File: config.mk
export PLATFORM = sky130hd
export DESIGN_NAME = lpis_engine
export DESIGN_NICKNAME = d
export VERILOG_FILES = /design/src/rtl/lpis_pkg.sv /design/src/rtl/lpis_engine.sv
export VERILOG_INCLUDE_DIRS = /design/src /design/src/rtl
export SDC_FILE = /design/constraint.sdc
export NUM_CORES = 1
export LEC_CHECK = 0
export ABC_AREA = 1
export BUFFER_PORTS_ARGS = -buffer_cell sky130_fd_sc_hd__buf_2
export CAP_MARGIN = 20
export CORE_ASPECT_RATIO = 0.5
export CORE_MARGIN = 5
export CORE_UTILIZATION = 40
export CTS_CLUSTER_SIZE = 40
export DETAILED_ROUTE_END_ITERATION = 10
export HOLD_SLACK_MARGIN = 0.06
export PLACE_DENSITY = 0.68
export SYNTH_ARGS = -nofsm -noshare
export SYNTH_HDL_FRONTEND = slang
export SYNTH_SLANG_ARGS = --single-unit
File: constraint.sdc
create_clock -name clk_i -period 5 [get_ports clk_i]
set_input_delay 0.75 -clock clk_i [delete_from_list [all_inputs] [get_ports clk_i]]
set_output_delay 0.75 -clock clk_i [all_outputs]
set_load 0.01 [all_outputs]
File: src/rtl/assert_macros.svh
// ----------------------------------------------------------------------------
// assert_macros.svh
// Concurrent assertion helpers, clocked on clk_i and disabled in reset.
// ----------------------------------------------------------------------------
`ifndef ASSERT_MACROS_SVH
`define ASSERT_MACROS_SVH

// Generic property check.
`define LPIS_ASSERT(lbl, prop, msg) \
  lbl: assert property (@(posedge clk_i) disable iff (!rst_ni) (prop)) else $error(msg);

// Overlapping implication check.
`define LPIS_ASSERT_IMP(lbl, ante, cons, msg) \
  `LPIS_ASSERT(lbl, (ante) |-> (cons), msg)

// Next-cycle implication check.
`define LPIS_ASSERT_NXT(lbl, ante, cons, msg) \
  `LPIS_ASSERT(lbl, (ante) |=> (cons), msg)

`endif

File: src/rtl/lpis_pkg.sv
// ----------------------------------------------------------------------------
// lpis_pkg
// Types and constants of the linear probing intern set.
// ----------------------------------------------------------------------------
`default_nettype none

package lpis_pkg;

  localparam int unsigned SLOTS  = 1024;
  localparam int unsigned IDX_W  = $clog2(SLOTS);
  localparam int unsigned HASH_W = 32;
  localparam int unsigned KEY_W  = 64;
  localparam int unsigned SLOT_W = 10;
  localparam int unsigned CNT_W  = 10;
  localparam int unsigned ENT_W  = 1 + HASH_W + KEY_W;

  localparam logic [CNT_W-1:0] COUNT_MAX   = 10'd1023;
  localparam logic [CNT_W-1:0] LIMIT_RESET = 10'd768;

  typedef enum logic [1:0] {
    ST_HIT      = 2'd0,
    ST_INSERTED = 2'd1,
    ST_ABSENT   = 2'd2,
    ST_FULL     = 2'd3
  } status_e;

  typedef enum logic [1:0] {
    S_CLEAR,
    S_IDLE,
    S_CMP
  } state_e;

  typedef struct packed {
    logic              valid;
    logic [HASH_W-1:0] hash;
    logic [KEY_W-1:0]  key;
  } entry_t;

  typedef struct packed {
    logic             we;
    logic [IDX_W-1:0] waddr;
    entry_t           wdata;
    logic             re;
    logic [IDX_W-1:0] raddr;
  } mem_req_t;

endpackage

`default_nettype wire

File: src/rtl/lpis_engine.sv
// ----------------------------------------------------------------------------
// lpis_engine
// Probe sequencer: clears the table after reset, walks slots one read per
// cycle, decides hit / insert / absent / full and writes new entries back.
// ----------------------------------------------------------------------------
`default_nettype none
`include "assert_macros.svh"

module lpis_engine (
  input  wire logic                          clk_i,
  input  wire logic                          rst_ni,
  input  wire logic                          start_i,
  output logic                               busy_o,
  input  wire logic                          func_i,
  input  wire logic [lpis_pkg::HASH_W-1:0]   key_hash_i,
  input  wire logic [lpis_pkg::KEY_W-1:0]    key_i,
  input  wire logic [lpis_pkg::CNT_W-1:0]    limit_i,
  output lpis_pkg::mem_req_t                 mem_req_o,
  input  wire logic [lpis_pkg::ENT_W-1:0]    mem_rdata_i,
  output logic                               done_o,
  output logic [1:0]                         status_o,
  output logic [lpis_pkg::SLOT_W-1:0]        slot_o,
  output logic [lpis_pkg::CNT_W-1:0]         count_o
);

  localparam logic [lpis_pkg::IDX_W-1:0] IDX_LAST = lpis_pkg::IDX_W'(lpis_pkg::SLOTS - 1);

  lpis_pkg::state_e                state_q, state_d;
  logic [lpis_pkg::IDX_W-1:0]      idx_q, step_q;
  logic [lpis_pkg::CNT_W-1:0]      count_q;
  logic                            done_q;
  logic                            func_q;
  logic [lpis_pkg::HASH_W-1:0]     hash_q;
  logic [lpis_pkg::KEY_W-1:0]      key_q;
  lpis_pkg::status_e               status_q, res_status;
  logic [lpis_pkg::IDX_W-1:0]      slot_q, res_slot;

  lpis_pkg::entry_t                ent;
  lpis_pkg::mem_req_t              mem_req;
  logic                            match, empty, last, finish, do_ins;
  logic [lpis_pkg::IDX_W-1:0]      idx_inc, start_idx;

  assign ent       = lpis_pkg::entry_t'(mem_rdata_i);
  assign match     = ent.valid && (ent.hash == hash_q) && (ent.key == key_q);
  assign empty     = !ent.valid;
  assign last      = (step_q == IDX_LAST);
  assign finish    = match || empty || last;
  assign idx_inc   = (idx_q == IDX_LAST) ? '0 : idx_q + lpis_pkg::IDX_W'(1);
  assign start_idx = lpis_pkg::IDX_W'(key_hash_i & lpis_pkg::HASH_W'(lpis_pkg::SLOTS - 1));

  // next state
  always_comb begin
    state_d = state_q;
    unique case (state_q)
      lpis_pkg::S_CLEAR: begin
        if (idx_q == IDX_LAST) state_d = lpis_pkg::S_IDLE;
      end
      lpis_pkg::S_IDLE: begin
        if (start_i) state_d = lpis_pkg::S_CMP;
      end
      lpis_pkg::S_CMP: begin
        if (finish) state_d = lpis_pkg::S_IDLE;
      end
      default: state_d = lpis_pkg::S_IDLE;
    endcase
  end

  // memory requests and decision
  always_comb begin
    mem_req    = '0;
    res_status = lpis_pkg::ST_ABSENT;
    res_slot   = '0;
    do_ins     = 1'b0;
    unique case (state_q)
      lpis_pkg::S_CLEAR: begin
        mem_req.we    = 1'b1;
        mem_req.waddr = idx_q;
      end
      lpis_pkg::S_IDLE: begin
        mem_req.re    = start_i;
        mem_req.raddr = start_idx;
      end
      lpis_pkg::S_CMP: begin
        mem_req.re    = !finish;
        mem_req.raddr = idx_inc;
        priority if (match) begin
          res_status = lpis_pkg::ST_HIT;
          res_slot   = idx_q;
        end else if (!func_q) begin
          res_status = lpis_pkg::ST_ABSENT;
        end else if (!empty || (count_q > limit_i) || (count_q == lpis_pkg::COUNT_MAX)) begin
          res_status = lpis_pkg::ST_FULL;
        end else begin
          res_status          = lpis_pkg::ST_INSERTED;
          res_slot            = idx_q;
          do_ins              = 1'b1;
          mem_req.we          = 1'b1;
          mem_req.waddr       = idx_q;
          mem_req.wdata.valid = 1'b1;
          mem_req.wdata.hash  = hash_q;
          mem_req.wdata.key   = key_q;
        end
      end
      default: ;
    endcase
  end

  always_ff @(posedge clk_i or negedge rst_ni) begin
    if (!rst_ni) begin
      state_q <= lpis_pkg::S_CLEAR;
      idx_q   <= '0;
      step_q  <= '0;
      count_q <= '0;
      done_q  <= 1'b0;
    end else begin
      state_q <= state_d;
      done_q  <= (state_q == lpis_pkg::S_CMP) && finish;
      unique case (state_q)
        lpis_pkg::S_CLEAR: begin
          idx_q <= idx_inc;
        end
        lpis_pkg::S_IDLE: begin
          if (start_i) begin
            idx_q  <= start_idx;
            step_q <= '0;
          end
        end
        lpis_pkg::S_CMP: begin
          if (!finish) begin
            idx_q  <= idx_inc;
            step_q <= step_q + lpis_pkg::IDX_W'(1);
          end
          if (do_ins) count_q <= count_q + lpis_pkg::CNT_W'(1);
        end
        default: ;
      endcase
    end
  end

  always_ff @(posedge clk_i) begin
    if (state_q == lpis_pkg::S_IDLE && start_i) begin
      func_q <= func_i;
      hash_q <= key_hash_i;
      key_q  <= key_i;
    end
    if (state_q == lpis_pkg::S_CMP && finish) begin
      status_q <= res_status;
      slot_q   <= res_slot;
    end
  end

  assign busy_o    = (state_q != lpis_pkg::S_IDLE);
  assign mem_req_o = mem_req;
  assign done_o    = done_q;
  assign status_o  = status_q;
  assign slot_o    = lpis_pkg::SLOT_W'(slot_q);
  assign count_o   = count_q;

  `LPIS_ASSERT_NXT(a_done_single, done_q, !done_q, "result strobe longer than one cycle")
  `LPIS_ASSERT_IMP(a_count_on_insert, count_q != $past(count_q), done_q && status_q == lpis_pkg::ST_INSERTED, "entry count moved without an insert")
  `LPIS_ASSERT_IMP(a_write_state, mem_req.we, state_q == lpis_pkg::S_CLEAR || state_q == lpis_pkg::S_CMP, "table write outside clear or compare")
  `LPIS_ASSERT_IMP(a_no_rw_clash, mem_req.we && mem_req.re, 1'b0, "read and write in the same cycle")

endmodule

`default_nettype wire

==> flow_summary.json <==
{
  "post-route-util_pct": 53.3,
  "fin_nets": 1661,
  "tightestPinTransition_ps": 1050,
  "pre_cts_slack_ps": 1340,
  "worstSkewPairLatency_ps": 420,
  "totalNegativeSetupSlack_ps": 0,
  "yosys_warnings": 0,
  "drc": 0,
  "postCtsHoldBufs": 0,
  "detailed_place_hpwl_um": 22000,
  "max_freq_mhz": 269,
  "overall_via_count_from_detail_route": 8106,
  "placedInstanceArea_um2": 10400,
  "grt_antenna_before_repair": 5,
  "drtIter0Drc": 498,
  "drt_first_pass_iters": 5,
  "synth.cell_area_um2": 8480,
  "critical_path.startpoint_type": "register",
  "hold_vio_cnt_final": 0,
  "globalRoute.totalOverflow": 0,
  "cts_repair_resize_count": 0,
  "floorplan.initialDensity_pct": 41.0,
  "number_of_buffers_created_by_cts": 17,
  "cts_num_sinks": 142,
  "total_leakage_power_nw": 6.04,
  "drv_cap": 0,
  "via_per_inst": 4.70,
  "layout_setup_ws_ps": 1280,
  "netlist_instances": 1090,
  "ant_nets": 0,
  "number_of_library_cell_types_mapped_by_synthesis": 33,
  "post-route-min-period_ps": 3720,
  "fin_area_um2": 11000,
  "clk_pin_slew_ps": 60,
  "cts_tree": "done",
  "grt_first_pass_wirelength_um": 41700,
  "grt_start_max_net_pins": 77,
  "multi_input_combinational_cell_area_um2": 3420,
  "die_area_um2": 24400,
  "routed.top_layer": "met5",
  "drive_above_1_share_pct": 30.8,
  "area_of_the_core_region_um2": 20700,
  "critical_path_arrival_ps": 2970,
  "met3WireLength_um": 1140,
  "maxSlewViolCount": 0,
  "wl_met1_um": 11400,
  "drt_wl_total_um": 27500,
  "slew_headroom_pct": 29.9,
  "die-height_um": 113,
  "layout-area-overhead-vs-synth_pct": 30.1,
  "timing.final.setup_violations": 0,
  "cts-root-buf": "sky130_fd_sc_hd__clkbuf_16",
  "routed-wl-met2_um": 14200,
  "yosys_most_used_dff": "sky130_fd_sc_hd__edfxtp_1",
  "status": "complete, no violations",
  "finClkSkew_ps": 9.80,
  "regArea_um2": 4100,
  "worst-setup-path-type": "reg2out",
  "crit_path_max_fanout": 60,
  "setup_repair_after_global_routing_missed_its_margin": "false",
  "fill_cells": 1959,
  "synth_edf_count": 109,
  "min-delay-path-class": "in2async",
  "post-layout-total-power_mw": 4.64,
  "crit_path_end_kind": "primary output",
  "syn_nets": 1314,
  "numPortBuffers": 349,
  "crit_required_ps": 4250,
  "ir_drop_v": 0.000250,
  "post_drt_wl_per_cell_um": 15.9,
  "grt_usage_pct": 21.7,
  "fp.dieW_um": 216,
  "htree_num_levels": 4,
  "proportion_of_synthesized_flip_flops_having_asynchronous_set_or_reset_pct": 23.2,
  "sequential_element_share_of_the_synthesized_area_pct": 48.3,
  "p_per_area_nw_per_um2": 421,
  "cts_max_path_buffers": 2,
  "postSynthAreaPerCell_um2": 7.78,
  "gpl.final_weighted_congestion": 0.907,
  "cts_post_setup_buffers_inserted": 0,
  "min_period_over_period_pct": 74.4,
  "io_pins": 350,
  "ys_seq_elements": 142,
  "via_count_of_the_first_global_routing_pass": 7880,
  "rows": 37
}
worst max-delay path: stages, from the launching register on:
cell and delay (ps):
sky130_fd_sc_hd__dfrtp_1 420, sky130_fd_sc_hd__inv_1 100, sky130_fd_sc_hd__ha_1 730, sky130_fd_sc_hd__nand2_4 550, sky130_fd_sc_hd__buf_12 370, sky130_fd_sc_hd__nor2_1 150
sky130_fd_sc_hd__buf_2 150
per-stage QoR:
step / hold slack (ps) / std cells
final: 419 / 1725
after global routing: 460 / 1725
after CTS: 425 / 1723
after detailed placement: 459 / 1691
after global placement: 453 / 1691
after floorplan: 442 / 1090
layout make-up:
cell class,instances,area share (%)
Sequential cell,142,37.1
Multi-Input combinational cell,718,31.0
Timing Repair Buffer,353,16.2
Inverter,205,7.00
Clock buffer,19,3.92
Tap cell,273,3.10
Clock inverter,13,1.55
Antenna cell,2,0.0454
Yosys cell counts, types with 3 or more instances:
| cell | n | area [um2] |
|---|---|---|
| sky130_fd_sc_hd__a21oi_1 | 31 | 155 |
| sky130_fd_sc_hd__buf_2 | 8 | 40.0 |
| sky130_fd_sc_hd__buf_4 | 3 | 22.5 |
| sky130_fd_sc_hd__buf_6 | 10 | 113 |
| sky130_fd_sc_hd__clkbuf_1 | 4 | 15.0 |
| sky130_fd_sc_hd__dfrtp_1 | 33 | 826 |
| sky130_fd_sc_hd__edfxtp_1 | 109 | 3270 |
| sky130_fd_sc_hd__ha_1 | 17 | 213 |
| sky130_fd_sc_hd__inv_1 | 190 | 713 |
| sky130_fd_sc_hd__inv_2 | 14 | 52.6 |
| sky130_fd_sc_hd__nand2_1 | 318 | 1190 |
| sky130_fd_sc_hd__nand2_2 | 3 | 18.8 |
| sky130_fd_sc_hd__nand2_4 | 4 | 45.0 |
| sky130_fd_sc_hd__nand3_1 | 32 | 160 |
| sky130_fd_sc_hd__nand3_2 | 21 | 210 |
| sky130_fd_sc_hd__nand4_1 | 10 | 62.6 |
| sky130_fd_sc_hd__nor2_1 | 175 | 657 |
| sky130_fd_sc_hd__nor2_2 | 15 | 93.8 |
| sky130_fd_sc_hd__nor3_1 | 7 | 35.0 |
| sky130_fd_sc_hd__nor3_2 | 4 | 40.0 |
| sky130_fd_sc_hd__o21ai_0 | 23 | 115 |
| sky130_fd_sc_hd__o21ai_1 | 21 | 105 |
| sky130_fd_sc_hd__xnor2_1 | 15 | 131 |
| sky130_fd_sc_hd__xor2_1 | 14 | 123 |
sequential cells by signal, indices dropped and copies added (netlist names), 2 cells and up:
name / flops
state_q: 2
idx_q: 10
hash_q: 32
key_q: 64
slot_o: 10
status_o: 2
step_q: 10
count_o: 10
cell usage in the layout (no fill, tap or decap), types with 4 or more instances in the layout:
| cell | instances |
|---|---|
| sky130_fd_sc_hd__bufinv_16 | 4 |
| sky130_fd_sc_hd__edfxtp_1 | 109 |
| sky130_fd_sc_hd__inv_1 | 189 |
| sky130_fd_sc_hd__nor3_1 | 7 |
| sky130_fd_sc_hd__nor3_2 | 4 |
| sky130_fd_sc_hd__nand3_1 | 32 |
| sky130_fd_sc_hd__nand2_4 | 4 |
| sky130_fd_sc_hd__inv_2 | 14 |
| sky130_fd_sc_hd__xor2_1 | 14 |
| sky130_fd_sc_hd__clkbuf_16 | 17 |
| sky130_fd_sc_hd__nor2_1 | 175 |
| sky130_fd_sc_hd__buf_2 | 349 |
| sky130_fd_sc_hd__a21oi_1 | 31 |
| sky130_fd_sc_hd__o21ai_1 | 21 |
| sky130_fd_sc_hd__dfrtp_1 | 33 |
| sky130_fd_sc_hd__ha_1 | 17 |
| sky130_fd_sc_hd__nor2_2 | 15 |
| sky130_fd_sc_hd__xnor2_1 | 15 |
| sky130_fd_sc_hd__nand2_1 | 318 |
| sky130_fd_sc_hd__clkinv_1 | 4 |
| sky130_fd_sc_hd__nand4_1 | 10 |
| sky130_fd_sc_hd__nand3_2 | 21 |
| sky130_fd_sc_hd__o21ai_0 | 23 |
final timing paths:
check	startpoint	to	slack [ps]	cells past startpoint
max	state_q[0]	mem_req_o[31]	1280	6
min	rst_ni	count_o[9]	420	1
max reg2reg	state_q[1]	key_q[44]	2060	5
min reg2reg	idx_q[7]	idx_q[7]	470	2
max in group asynchronous	rst_ni	idx_q[1]	4050	1
min in group clk_i	idx_q[7]	idx_q[7]	470	2
cell families after synthesis:
group / count (synthesis) / share of synthesized area, %
simple gates: 593 / 30.0
xor+xnor: 29 / 2.99
flops: 142 / 48.3
buf+inv: 230 / 11.3
compound gates: 79 / 4.84
fa+ha+maj: 17 / 2.51
power by group:
group          switching (mW)  internal [mW]  leakage (nW)  total (mW)
Clock                   0.501          0.828         0.293        1.33
Combinational            1.07          0.520          4.31        1.59
Sequential              0.163           1.56          1.43        1.73
Total                    1.73           2.91          6.04        4.64
metal layers:
metal | track usage, % | vias to the layer above
met1 | 26.3 | 3768
met2 | 39.2 | 213
met5 | 0 | -
met4 | 7.41 | 6
li1 | - | 4064
met3 | 4.25 | 55
Power figures use the tool's default switching activity.
