$ cat config.mk
export PLATFORM = sky130hd
export DESIGN_NAME = lpis_ram
export DESIGN_NICKNAME = d
export VERILOG_FILES = /design/src/rtl/assert_macros.svh /design/src/rtl/lpis_ram.sv
export SDC_FILE = /design/constraint.sdc
export NUM_CORES = 1
export LEC_CHECK = 0
export BUFFER_PORTS_ARGS = -buffer_cell sky130_fd_sc_hd__buf_2
export CAP_MARGIN = 20
export CORE_MARGIN = 5
export CORE_UTILIZATION = 50
export DETAILED_ROUTE_END_ITERATION = 7
export PLACE_DENSITY = 0.74
export SYNTH_ARGS = -nofsm -noshare
export SYNTH_HDL_FRONTEND = slang
export SYNTH_SLANG_ARGS = --single-unit
$ cat constraint.sdc
create_clock -name clk_i -period 4.1 [get_ports clk_i]
set_clock_uncertainty 0.2 [all_clocks]
set_input_delay 1.23 -clock clk_i [delete_from_list [all_inputs] [get_ports clk_i]]
set_output_delay 1.23 -clock clk_i [all_outputs]
set_load 0.005 [all_outputs]
$ cat src/rtl/assert_macros.svh
// ----------------------------------------------------------------------------
// assert_macros.svh
// Concurrent assertion helpers, clocked on clk_i and disabled in reset.
// ----------------------------------------------------------------------------
`ifndef ASSERT_MACROS_SVH
`define ASSERT_MACROS_SVH

// Generic property check.
`define LPIS_ASSERT(lbl, prop, msg) \
  lbl: assert property (@(posedge clk_i) disable iff (!rst_ni) (prop)) else $error(msg);

// Overlapping implication check.
`define LPIS_ASSERT_IMP(lbl, ante, cons, msg) \
  `LPIS_ASSERT(lbl, (ante) |-> (cons), msg)

// Next-cycle implication check.
`define LPIS_ASSERT_NXT(lbl, ante, cons, msg) \
  `LPIS_ASSERT(lbl, (ante) |=> (cons), msg)

`endif

$ cat src/rtl/lpis_ram.sv
// ----------------------------------------------------------------------------
// lpis_ram
// Generic simple dual-port RAM, one write port, one registered read port.
// ----------------------------------------------------------------------------
`default_nettype none

module lpis_ram #(
  parameter int unsigned WIDTH = 8,
  parameter int unsigned DEPTH = 16
) (
  input  wire logic                     clk_i,
  input  wire logic                     we_i,
  input  wire logic [$clog2(DEPTH)-1:0] waddr_i,
  input  wire logic [WIDTH-1:0]         wdata_i,
  input  wire logic                     re_i,
  input  wire logic [$clog2(DEPTH)-1:0] raddr_i,
  output logic      [WIDTH-1:0]         rdata_o
);

  logic [WIDTH-1:0] mem_q [DEPTH];
  logic [WIDTH-1:0] rdata_q;

  always_ff @(posedge clk_i) begin
    if (we_i) begin
      mem_q[waddr_i] <= wdata_i;
    end
    if (re_i) begin
      rdata_q <= mem_q[raddr_i];
    end
  end

  assign rdata_o = rdata_q;

endmodule

`default_nettype wire

==> metrics.txt, run 1 <==
Post-synth top flop edfxtp_1; initial antenna violation count 0; Yosys top cell by area edfxtp_1; gpl congestion 0.750; worst r2r path cells 3; Synth async-reset ratio 0; Slew Limit Fails 0; max capacitance violation total 0; Final setup viols 0; main combinational cell family by area after synthesis multiplexers; Worst VDD drop 0.000219 V; CP Data Arrival Time 2.88 ns; critical path launch point type primary input; cells after synthesis 229; clk slew on worst S/H paths 0.06 ns; YS warnings 0; CP Max Fanout 24; Syn Area/Cell 22.8 um2; met1 WL 4.06 mm; dpl ws 0.704 ns; Leak Pwr 1.99 nW; ANT nets after route 0; fill count 737; cell area after layout 0.00601 mm2; Core Region 0.0103 mm2; Least-Margin Pin Slew 0.983 ns; CP Capture Type flip-flop; H-tree Lvls 4; Cell Area, Placed 0.00550 mm2; initial cell density of the core 0.509; Synth Register Bits 136; WS Path Type in2reg; top routing layer in use met4; top-count cell post-synth edfxtp_1; # hold bufs at CTS 0; Final period util 0.687; vias in the first global route 2,482; TNS Setup 0 ns; synthesized area 0.00523 mm2; Routed WL 9.63 mm; fin nets 291; Ports 27; ranking of synthesized cells by area edfxtp_1 78%, mux4_2 7.8%, mux4_1 7.0%; Max Clk Rate 0.355 GHz; Adder-Cell Fraction of Synth Area 0; port buffer count 26; number of synthesized flops with an enable pin 136; CTS Buf Count 17; Bufs on Longest Clock Path 2; share of the synthesized area in the top cell type 0.781; number of diodes 0; HP Start mem_q[11][1]$_DFFE_PP_; Reg2Reg Capture Point rdata_o[2]$_DFFE_PP_; Layout area overhead 15.0%; post-CTS sizing 0; Met3 Wirelength 743 um; DRC violations left 0; Multi-input gate area 0.00106 mm2; RSZ-0062 raised after global routing no; DR vias/cell 5.66; Die ar. 0.0126 mm2; final hold vios 0; multiplexer area fraction after synthesis 0.148; met2 WL 4.68 mm; All-Layer GR Usage 0.166; power per cell area 502 mW/mm2; Compound-Gate Fraction of Synth Area 0.0230; root buf cell clkbuf_8; Worst-Skew Late Latency 0.52 ns; largest net degree at the start of global routing 33; Critical path origin raddr_i[0]; die height 112 um; Post-Syn Nets 248; DRT Pass-1 Iters 4; CTS tree yes; post-synthesis xor/xnor area fraction 0; Reg-to-Reg Start mem_q[5][2]$_DFFE_PP_; post-CTS setup buffers 0; Final min period 2.82 ns; initial DRC count 164; DP HPWL 5.95 mm; Sink Count 136; register area 0.00408 mm2; first-pass GRT wire length 14.8 mm; final setup margin 1.28 ns; Worst slew margin 0.342; run status finished clean; sequential area share after synthesis 0.781; number of different library cells in the post-synthesis netlist 18; Worst EP required 4.16 ns; wire length per cell 22.9 um; Die Wd 112 um; Hold Path Class reg2reg; Post-Synth Simple-Gate Area 0.0314; layout cell share with drive strength beyond 1 0.275; top post-synthesis cells by count 136 x edfxtp_1, 18 x mux4_2, 16 x a22oi_1; num rows 37; GRT overflow 0; hold slack 0.562 ns; reg2reg setup slack 2.38 ns; Worst setup endpoint rdata_o[0]$_DFFE_PP_; DR vias 2,376
area by class of cell:
type                       count  area share
sequential                   136       0.679
clock inverter                11      0.0139
multi-input combinational     83       0.176
clock buffer                  20      0.0708
timing repair buffer          34      0.0316
tap                          136      0.0283
flip-flops by register name, indices dropped and copies added (netlist names):
name / flops
rdata_o: 8
mem_q: 128
routing by layer:
| metal | GRT usage | up-vias |
|---|---|---|
| met1 | 0.224 | 1205 |
| met4 | 0.0569 | 0 |
| li1 | - | 1068 |
| met5 | 0 | - |
| met3 | 0.0652 | 9 |
| met2 | 0.249 | 94 |
stage by stage:
stage / power [mW] / std cells / utilization
after floorplan: 1.68 / 229 / -
after global placement: 1.73 / 389 / 0.535
after detailed placement: 1.74 / 389 / 0.535
after CTS: 3.04 / 420 / 0.585
after global routing: 3.12 / 420 / 0.585
final: 3.02 / 420 / 0.585
logic make-up after synthesis:
logic type	Yosys count
AND/OR/NAND/NOR	35
AO/OA/AOI/OAI	16
flip-flops	136
buffers and inverters	10
multiplexers	32
critical path, cell delays in order:
cell and delay (ns):
buf_2 0.56, buf_4 0.29, mux4_2 0.52, a22oi_1 0.18
nand2_1 0.08
power breakdown:
group	internal, mW	switching (mW)
clock	0.787	0.520
combinational	0.0562	0.0787
sequential	1.57	0.00773
worst min-delay path by stage:
stage,to,slack [ns],cells past startpoint
after floorplan,rdata_o[0]$_DFFE_PP_,0.50,3
final,rdata_o[1]$_DFFE_PP_,0.56,3
after CTS,rdata_o[6]$_DFFE_PP_,0.56,3
after global routing,rdata_o[1]$_DFFE_PP_,0.59,3
after global placement,rdata_o[7]$_DFFE_PP_,0.53,3
after detailed placement,rdata_o[7]$_DFFE_PP_,0.55,3
placed cells by master, fill, tap and decap left out, drive strengths merged:
cell	netlist	routed
or3b	1	1
clkbuf	0	20
and2b	1	1
clkinv	0	7
nor2b	1	1
clkinvlp	0	3
nand3	1	1
mux4	32	32
and2	1	1
nor3	4	4
nand2	9	9
buf	7	34
nor2	13	13
nand2b	2	2
edfxtp	136	136
bufinv	0	1
a22oi	16	16
nand3b	2	2
Note: power is estimated with default switching activity, not from simulation.
==> run 2: changes to the inputs <==
- clock period: 4.1 -> 2.9 ns (I/O delays scaled with it)
==> run 2 against run 1 <==
  * Routed wire length rose by 3.2%
  * Sequential share of layout area is 2.5 points lower
  * Worst hold slack got worse by 0.021 ns
  * Critical endpoint is now rdata_o[0]
  * Combinational power up 50%
==> metrics.txt, run 2 (synthesized netlist as in run 1, its figures left out) <==
gpl congestion 0.739 (-1.5%); DRT Pass-1 Iters 5 (+1); largest net degree at the start of global routing 18 (-45%); CP Data Arrival Time 1.13 ns (-1.75 ns); critical path, cell by cell buf_2; CP delay by family, top flip-flops; power per cell area 745 mW/mm2 (+49%); GRT overflow 0 (unchanged); Layout area overhead 19.5%; Leak Pwr 2.13 nW (+6.9%); dpl ws 0.213 ns (-0.491 ns); Slew Limit Fails 0 (unchanged); DR vias/cell 5.81 (+2.7%); Cell Area, Placed 0.00562 mm2 (+2.2%); initial cell density of the core 0.509 (unchanged); layout cell share with drive strength beyond 1 0.320 (+0.0452); final hold vios 0 (unchanged); hold slack 0.542 ns (-0.0206 ns); num rows 37 (unchanged); number of diodes 0 (unchanged); Worst-Skew Late Latency 0.51 ns (about the same); port buffer count 26 (unchanged); Final setup viols 0 (unchanged); CTS tree yes; final setup margin 0.701 ns (-0.583 ns); Hold Path Class in2reg; max reg flops 128 (unchanged); root buf cell clkbuf_8; Final min period 2.20 ns; Critical-path top delay cell edfxtp_1; Biggest register mem_q; Routed WL 9.94 mm (+3.2%); DR vias 2,515 (+5.9%); Sink Count 136 (unchanged); Worst EP required 1.83 ns (-2.33 ns); most frequent cells in the layout 136 x edfxtp_1, 26 x buf_2, 19 x buf_4; final std cells w/o fill 433 (+3.1%); Worst slew margin 0.596 (+0.254); WS Path Type reg2out; Inst Count DP 402 (+3.3%); TNS Setup 0 ns (unchanged); most common cell after layout, fill and taps aside edfxtp_1; Least-Margin Pin Slew 0.604 ns (-0.379 ns); Final Util 0.608 (+0.0228); vias in the first global route 2,600 (+4.8%); post-CTS sizing 0 (unchanged); Die Wd 112 um (unchanged); # hold bufs at CTS 0 (unchanged); CP Buf/Inv Count 1 (-1); Ports 27 (unchanged); first-pass GRT wire length 15.5 mm (+4.7%); DRC violations left 0 (unchanged); die height 112 um (unchanged); Worst VDD drop 0.000446 V (+100%); critical path launch point type flip-flop; Final period util 0.758; initial antenna violation count 0 (unchanged); fin nets 304 (+4.5%); CP Capture Type primary output; Bufs on Longest Clock Path 2 (unchanged); RSZ-0062 raised after global routing no; CTS Buf Count 17 (unchanged); Core Region 0.0103 mm2 (unchanged); Final Power 4.66 mW (+54%); H-tree Lvls 4 (unchanged); wire length per cell 22.9 um (+0.13%); initial DRC count 242 (+48%); CP Max Fanout 1 (-96%); cell area after layout 0.00624 mm2 (+3.9%); post-CTS setup buffers 0 (unchanged); run status finished clean; Die ar. 0.0126 mm2 (unchanged); All-Layer GR Usage 0.169 (+0.00345); DP HPWL 6.43 mm (+8.2%); Critical Path Max Stage Delay 0.45 ns (-0.11 ns); clk slew on worst S/H paths 0.06 ns (about the same); Max Clk Rate 0.455 GHz; max capacitance violation total 0 (unchanged); ANT nets after route 0 (unchanged)
-- run 2: area by class of cell --
class | instances | area, um2
sequential | 136 | 4080
fill | 727 | 4030
multi-input combinational | 83 | 1060
clock buffer | 17 | 414
timing repair buffer | 47 | 313
clock inverter | 14 | 206
tap | 136 | 170
-- run 2: metal layers --
layer  global-route usage  routed length, um
met5                    0                  0
met4               0.0697                227
met3               0.0377                619
met2                0.251               4840
met1                0.246               4250
-- run 2: worst reg2reg max path: stages, from the launching register on --
cell and delay, ns:
edfxtp_1 0.35, mux4_1 0.50, a22oi_1 0.32, nand2_1 0.08
-- run 2: power by group --
part / switching, mW / internal (mW)
Clock: 0.756 / 1.47
Combinational: 0.114 / 0.0881
Sequential: 0.0130 / 2.22
-- run 2: path summary, 6_finish.rpt --
path,slack [ns],end,depth (start not counted),startpoint
worst max-delay path,0.70,rdata_o[0],1,rdata_o[0]$_DFFE_PP_
worst min-delay path,0.54,rdata_o[7]$_DFFE_PP_,1,re_i
worst max register to register,1.19,rdata_o[2]$_DFFE_PP_,3,mem_q[9][2]$_DFFE_PP_
worst min register to register,0.56,rdata_o[0]$_DFFE_PP_,3,mem_q[4][0]$_DFFE_PP_
==> run 3: changes to the inputs <==
- PLACE_DENSITY: 0.74 -> 0.77
- clock period: 2.9 -> 1.8 ns (I/O delays scaled with it)
==> run 3 against run 2 <==
  * The flow now finishes with violations (negative setup slack)
  * Register-to-register slack lost 1.1 ns
  * Core utilization grew 1.6 points
  * Count of clock-buffer cells in the layout grew 1
  * Flip-flop and latch count is the same
  * Die area is the same
  * Clock power grew 75%
  * Worst hold slack lost 0.37 ns
  * Largest power group is now the clock network
==> metrics.txt, run 3 (synthesized netlist as in run 1, its figures left out) <==
fin nets 309 (+1.6%); Worst VDD drop 0.000658 V (+48%); DRT Pass-1 Iters 5 (unchanged); vias in the first global route 2,716 (+4.5%); Final Power 7.86 mW (+69%); num rows 37 (unchanged); Critical-path top delay cell edfxtp_1; initial antenna violation count 0 (unchanged); Sink Count 136 (unchanged); Clk network pwr share 0.495 (+0.017); Critical Path Max Stage Delay 0.40 ns (-0.05 ns); fill count 693 (-4.7%); Core Region 0.0103 mm2 (unchanged); largest net degree at the start of global routing 21 (+3); final setup margin -0.00943 ns (-0.711 ns); Net Sw Power 1.46 mW (+66%); max capacitance violation total 0 (unchanged); most frequent cells in the layout 136 x edfxtp_1, 31 x mux4_2, 26 x buf_2; register area 0.00408 mm2 (unchanged); All-Layer GR Usage 0.189 (+0.0197); switching share of power 0.186 (-0.00334); RSZ-0062 raised after global routing yes; root buf cell clkbuf_8; layout cell share with drive strength beyond 1 0.409 (+0.0894); clk slew on worst S/H paths 0.06 ns (about the same); DRC violations left 0 (unchanged); DP HPWL 6.56 mm (+1.9%); Bufs on Longest Clock Path 2 (unchanged); Final setup viols 1 (+1); gpl congestion 0.776 (+5.0%); Multi-input gate area 0.00105 mm2 (-0.24%); final std cells w/o fill 439 (+1.4%); Hold Path Class in2reg; Leak Pwr 2.16 nW (+1.4%); post-CTS setup buffers 0 (unchanged); Max Clk Rate 0.553 GHz; CP Capture Type primary output; Inst Count DP 407 (+1.2%); combinational power share 0.047 (+0.004); Least-Margin Pin Slew 0.783 ns (+0.179 ns); Routed WL 10.9 mm (+10%); critical path, cell by cell buf_2; port buffer count 26 (unchanged); CP Max Fanout 1 (unchanged); Final period util 1.01; WS Path Type reg2out; Ports 27 (unchanged); Slew Limit Fails 0 (unchanged); reg2reg setup slack 0.09 ns (-1.10 ns); most common cell after layout, fill and taps aside edfxtp_1; run status finished with violations; Layout area overhead 22.5%; failing checks negative setup slack; Worst slew margin 0.477 (-0.119); Die ar. 0.0126 mm2 (unchanged); dpl ws -0.528 ns (-0.741 ns); number of diodes 0 (unchanged); Die Wd 112 um (unchanged); CP Buf/Inv Count 1 (unchanged); max reg flops 128 (unchanged); die height 112 um (unchanged); initial cell density of the core 0.509 (unchanged); final hold vios 0 (unchanged); CTS Buf Count 17 (unchanged); GRT overflow 0 (unchanged); wire length per cell 24.9 um (+8.6%); CP delay by family, top flip-flops; Final Util 0.623 (+0.0156); Worst-Skew Late Latency 0.52 ns (about the same); TNS Setup -0.00943 ns (-0.00943 ns); initial DRC count 265 (+9.5%); DR vias 2,590 (+3.0%); Int Pwr 6.39 mW (+69%); Worst EP required 1.06 ns (-0.77 ns); # hold bufs at CTS 0 (unchanged); power per cell area 1230 mW/mm2 (+65%); Cell Area, Placed 0.00572 mm2 (+1.8%); cell area after layout 0.00640 mm2 (+2.6%); CP Data Arrival Time 1.07 ns (-0.06 ns); DR vias/cell 5.90 (+1.6%); Biggest register mem_q; ANT nets after route 0 (unchanged); sequential fraction of design power 0.457 (-0.022); CTS tree yes; critical path launch point type flip-flop; first-pass GRT wire length 17.0 mm (+9.7%); Final min period 1.81 ns; H-tree Lvls 4 (unchanged); hold slack 0.175 ns (-0.366 ns)
run 3: changes by cell type in the layout (fill, tap and decap cells not counted), moves of 3 or more:
cell | before | now
nor3_1 | 4 | 0
mux4_2 | 18 | 31
nor2_1 | 13 | 10
buf_12 | 2 | 8
mux4_1 | 14 | 1
nor2_2 | 0 | 3
nor3_2 | 0 | 3
run 3: cell type report:
cell class                 instances  share of cell area
tap                              136              0.0266
sequential                       136               0.638
timing repair buffer              52              0.0664
clock buffer                      18              0.0652
clock inverter                    14              0.0395
multi-input combinational         83               0.165
run 3: power by group through the flow:
stage / logic [mW] / registers, mW / clock network [mW]
4_1_cts: 0.374 / 3.59 / 3.93
5_1_grt: 0.402 / 3.59 / 4.11
3_5_place_dp: 0.369 / 3.65 / 0
2_1_floorplan: 0.200 / 3.65 / 0
3_3_place_gp: 0.358 / 3.65 / 0
6_report: 0.373 / 3.59 / 3.89
run 3: repair_timing:
action	in CTS	in global routing
gates cloned	0	0
gates resized for setup	0	2
endpoints found under the setup margin	2	8
run 3: path summary, 6_finish.rpt:
check,from,endpoint,cells past startpoint
worst max-delay path,rdata_o[0]$_DFFE_PP_,rdata_o[0],1
worst min-delay path,re_i,rdata_o[2]$_DFFE_PP_,1
worst max register to register,mem_q[0][4]$_DFFE_PP_,rdata_o[4]$_DFFE_PP_,3
worst min register to register,mem_q[10][2]$_DFFE_PP_,rdata_o[2]$_DFFE_PP_,3
run 3: metal layers:
layer,track usage,wire (um),vias to the layer above
met1,0.260,4500,1361
met4,0.0625,174,0
met3,0.0539,807,17
li1,-,-,1092
met2,0.295,5460,120
met5,0,0,-
run 3: worst reg2reg max path, delay by kind of cell, from the launching register on:
family	cells	cell delay, ns
multiplexers	1	0.49
flip-flops	1	0.36
AND/OR/NAND/NOR	1	0.09
AO/OA/AOI/OAI	1	0.32
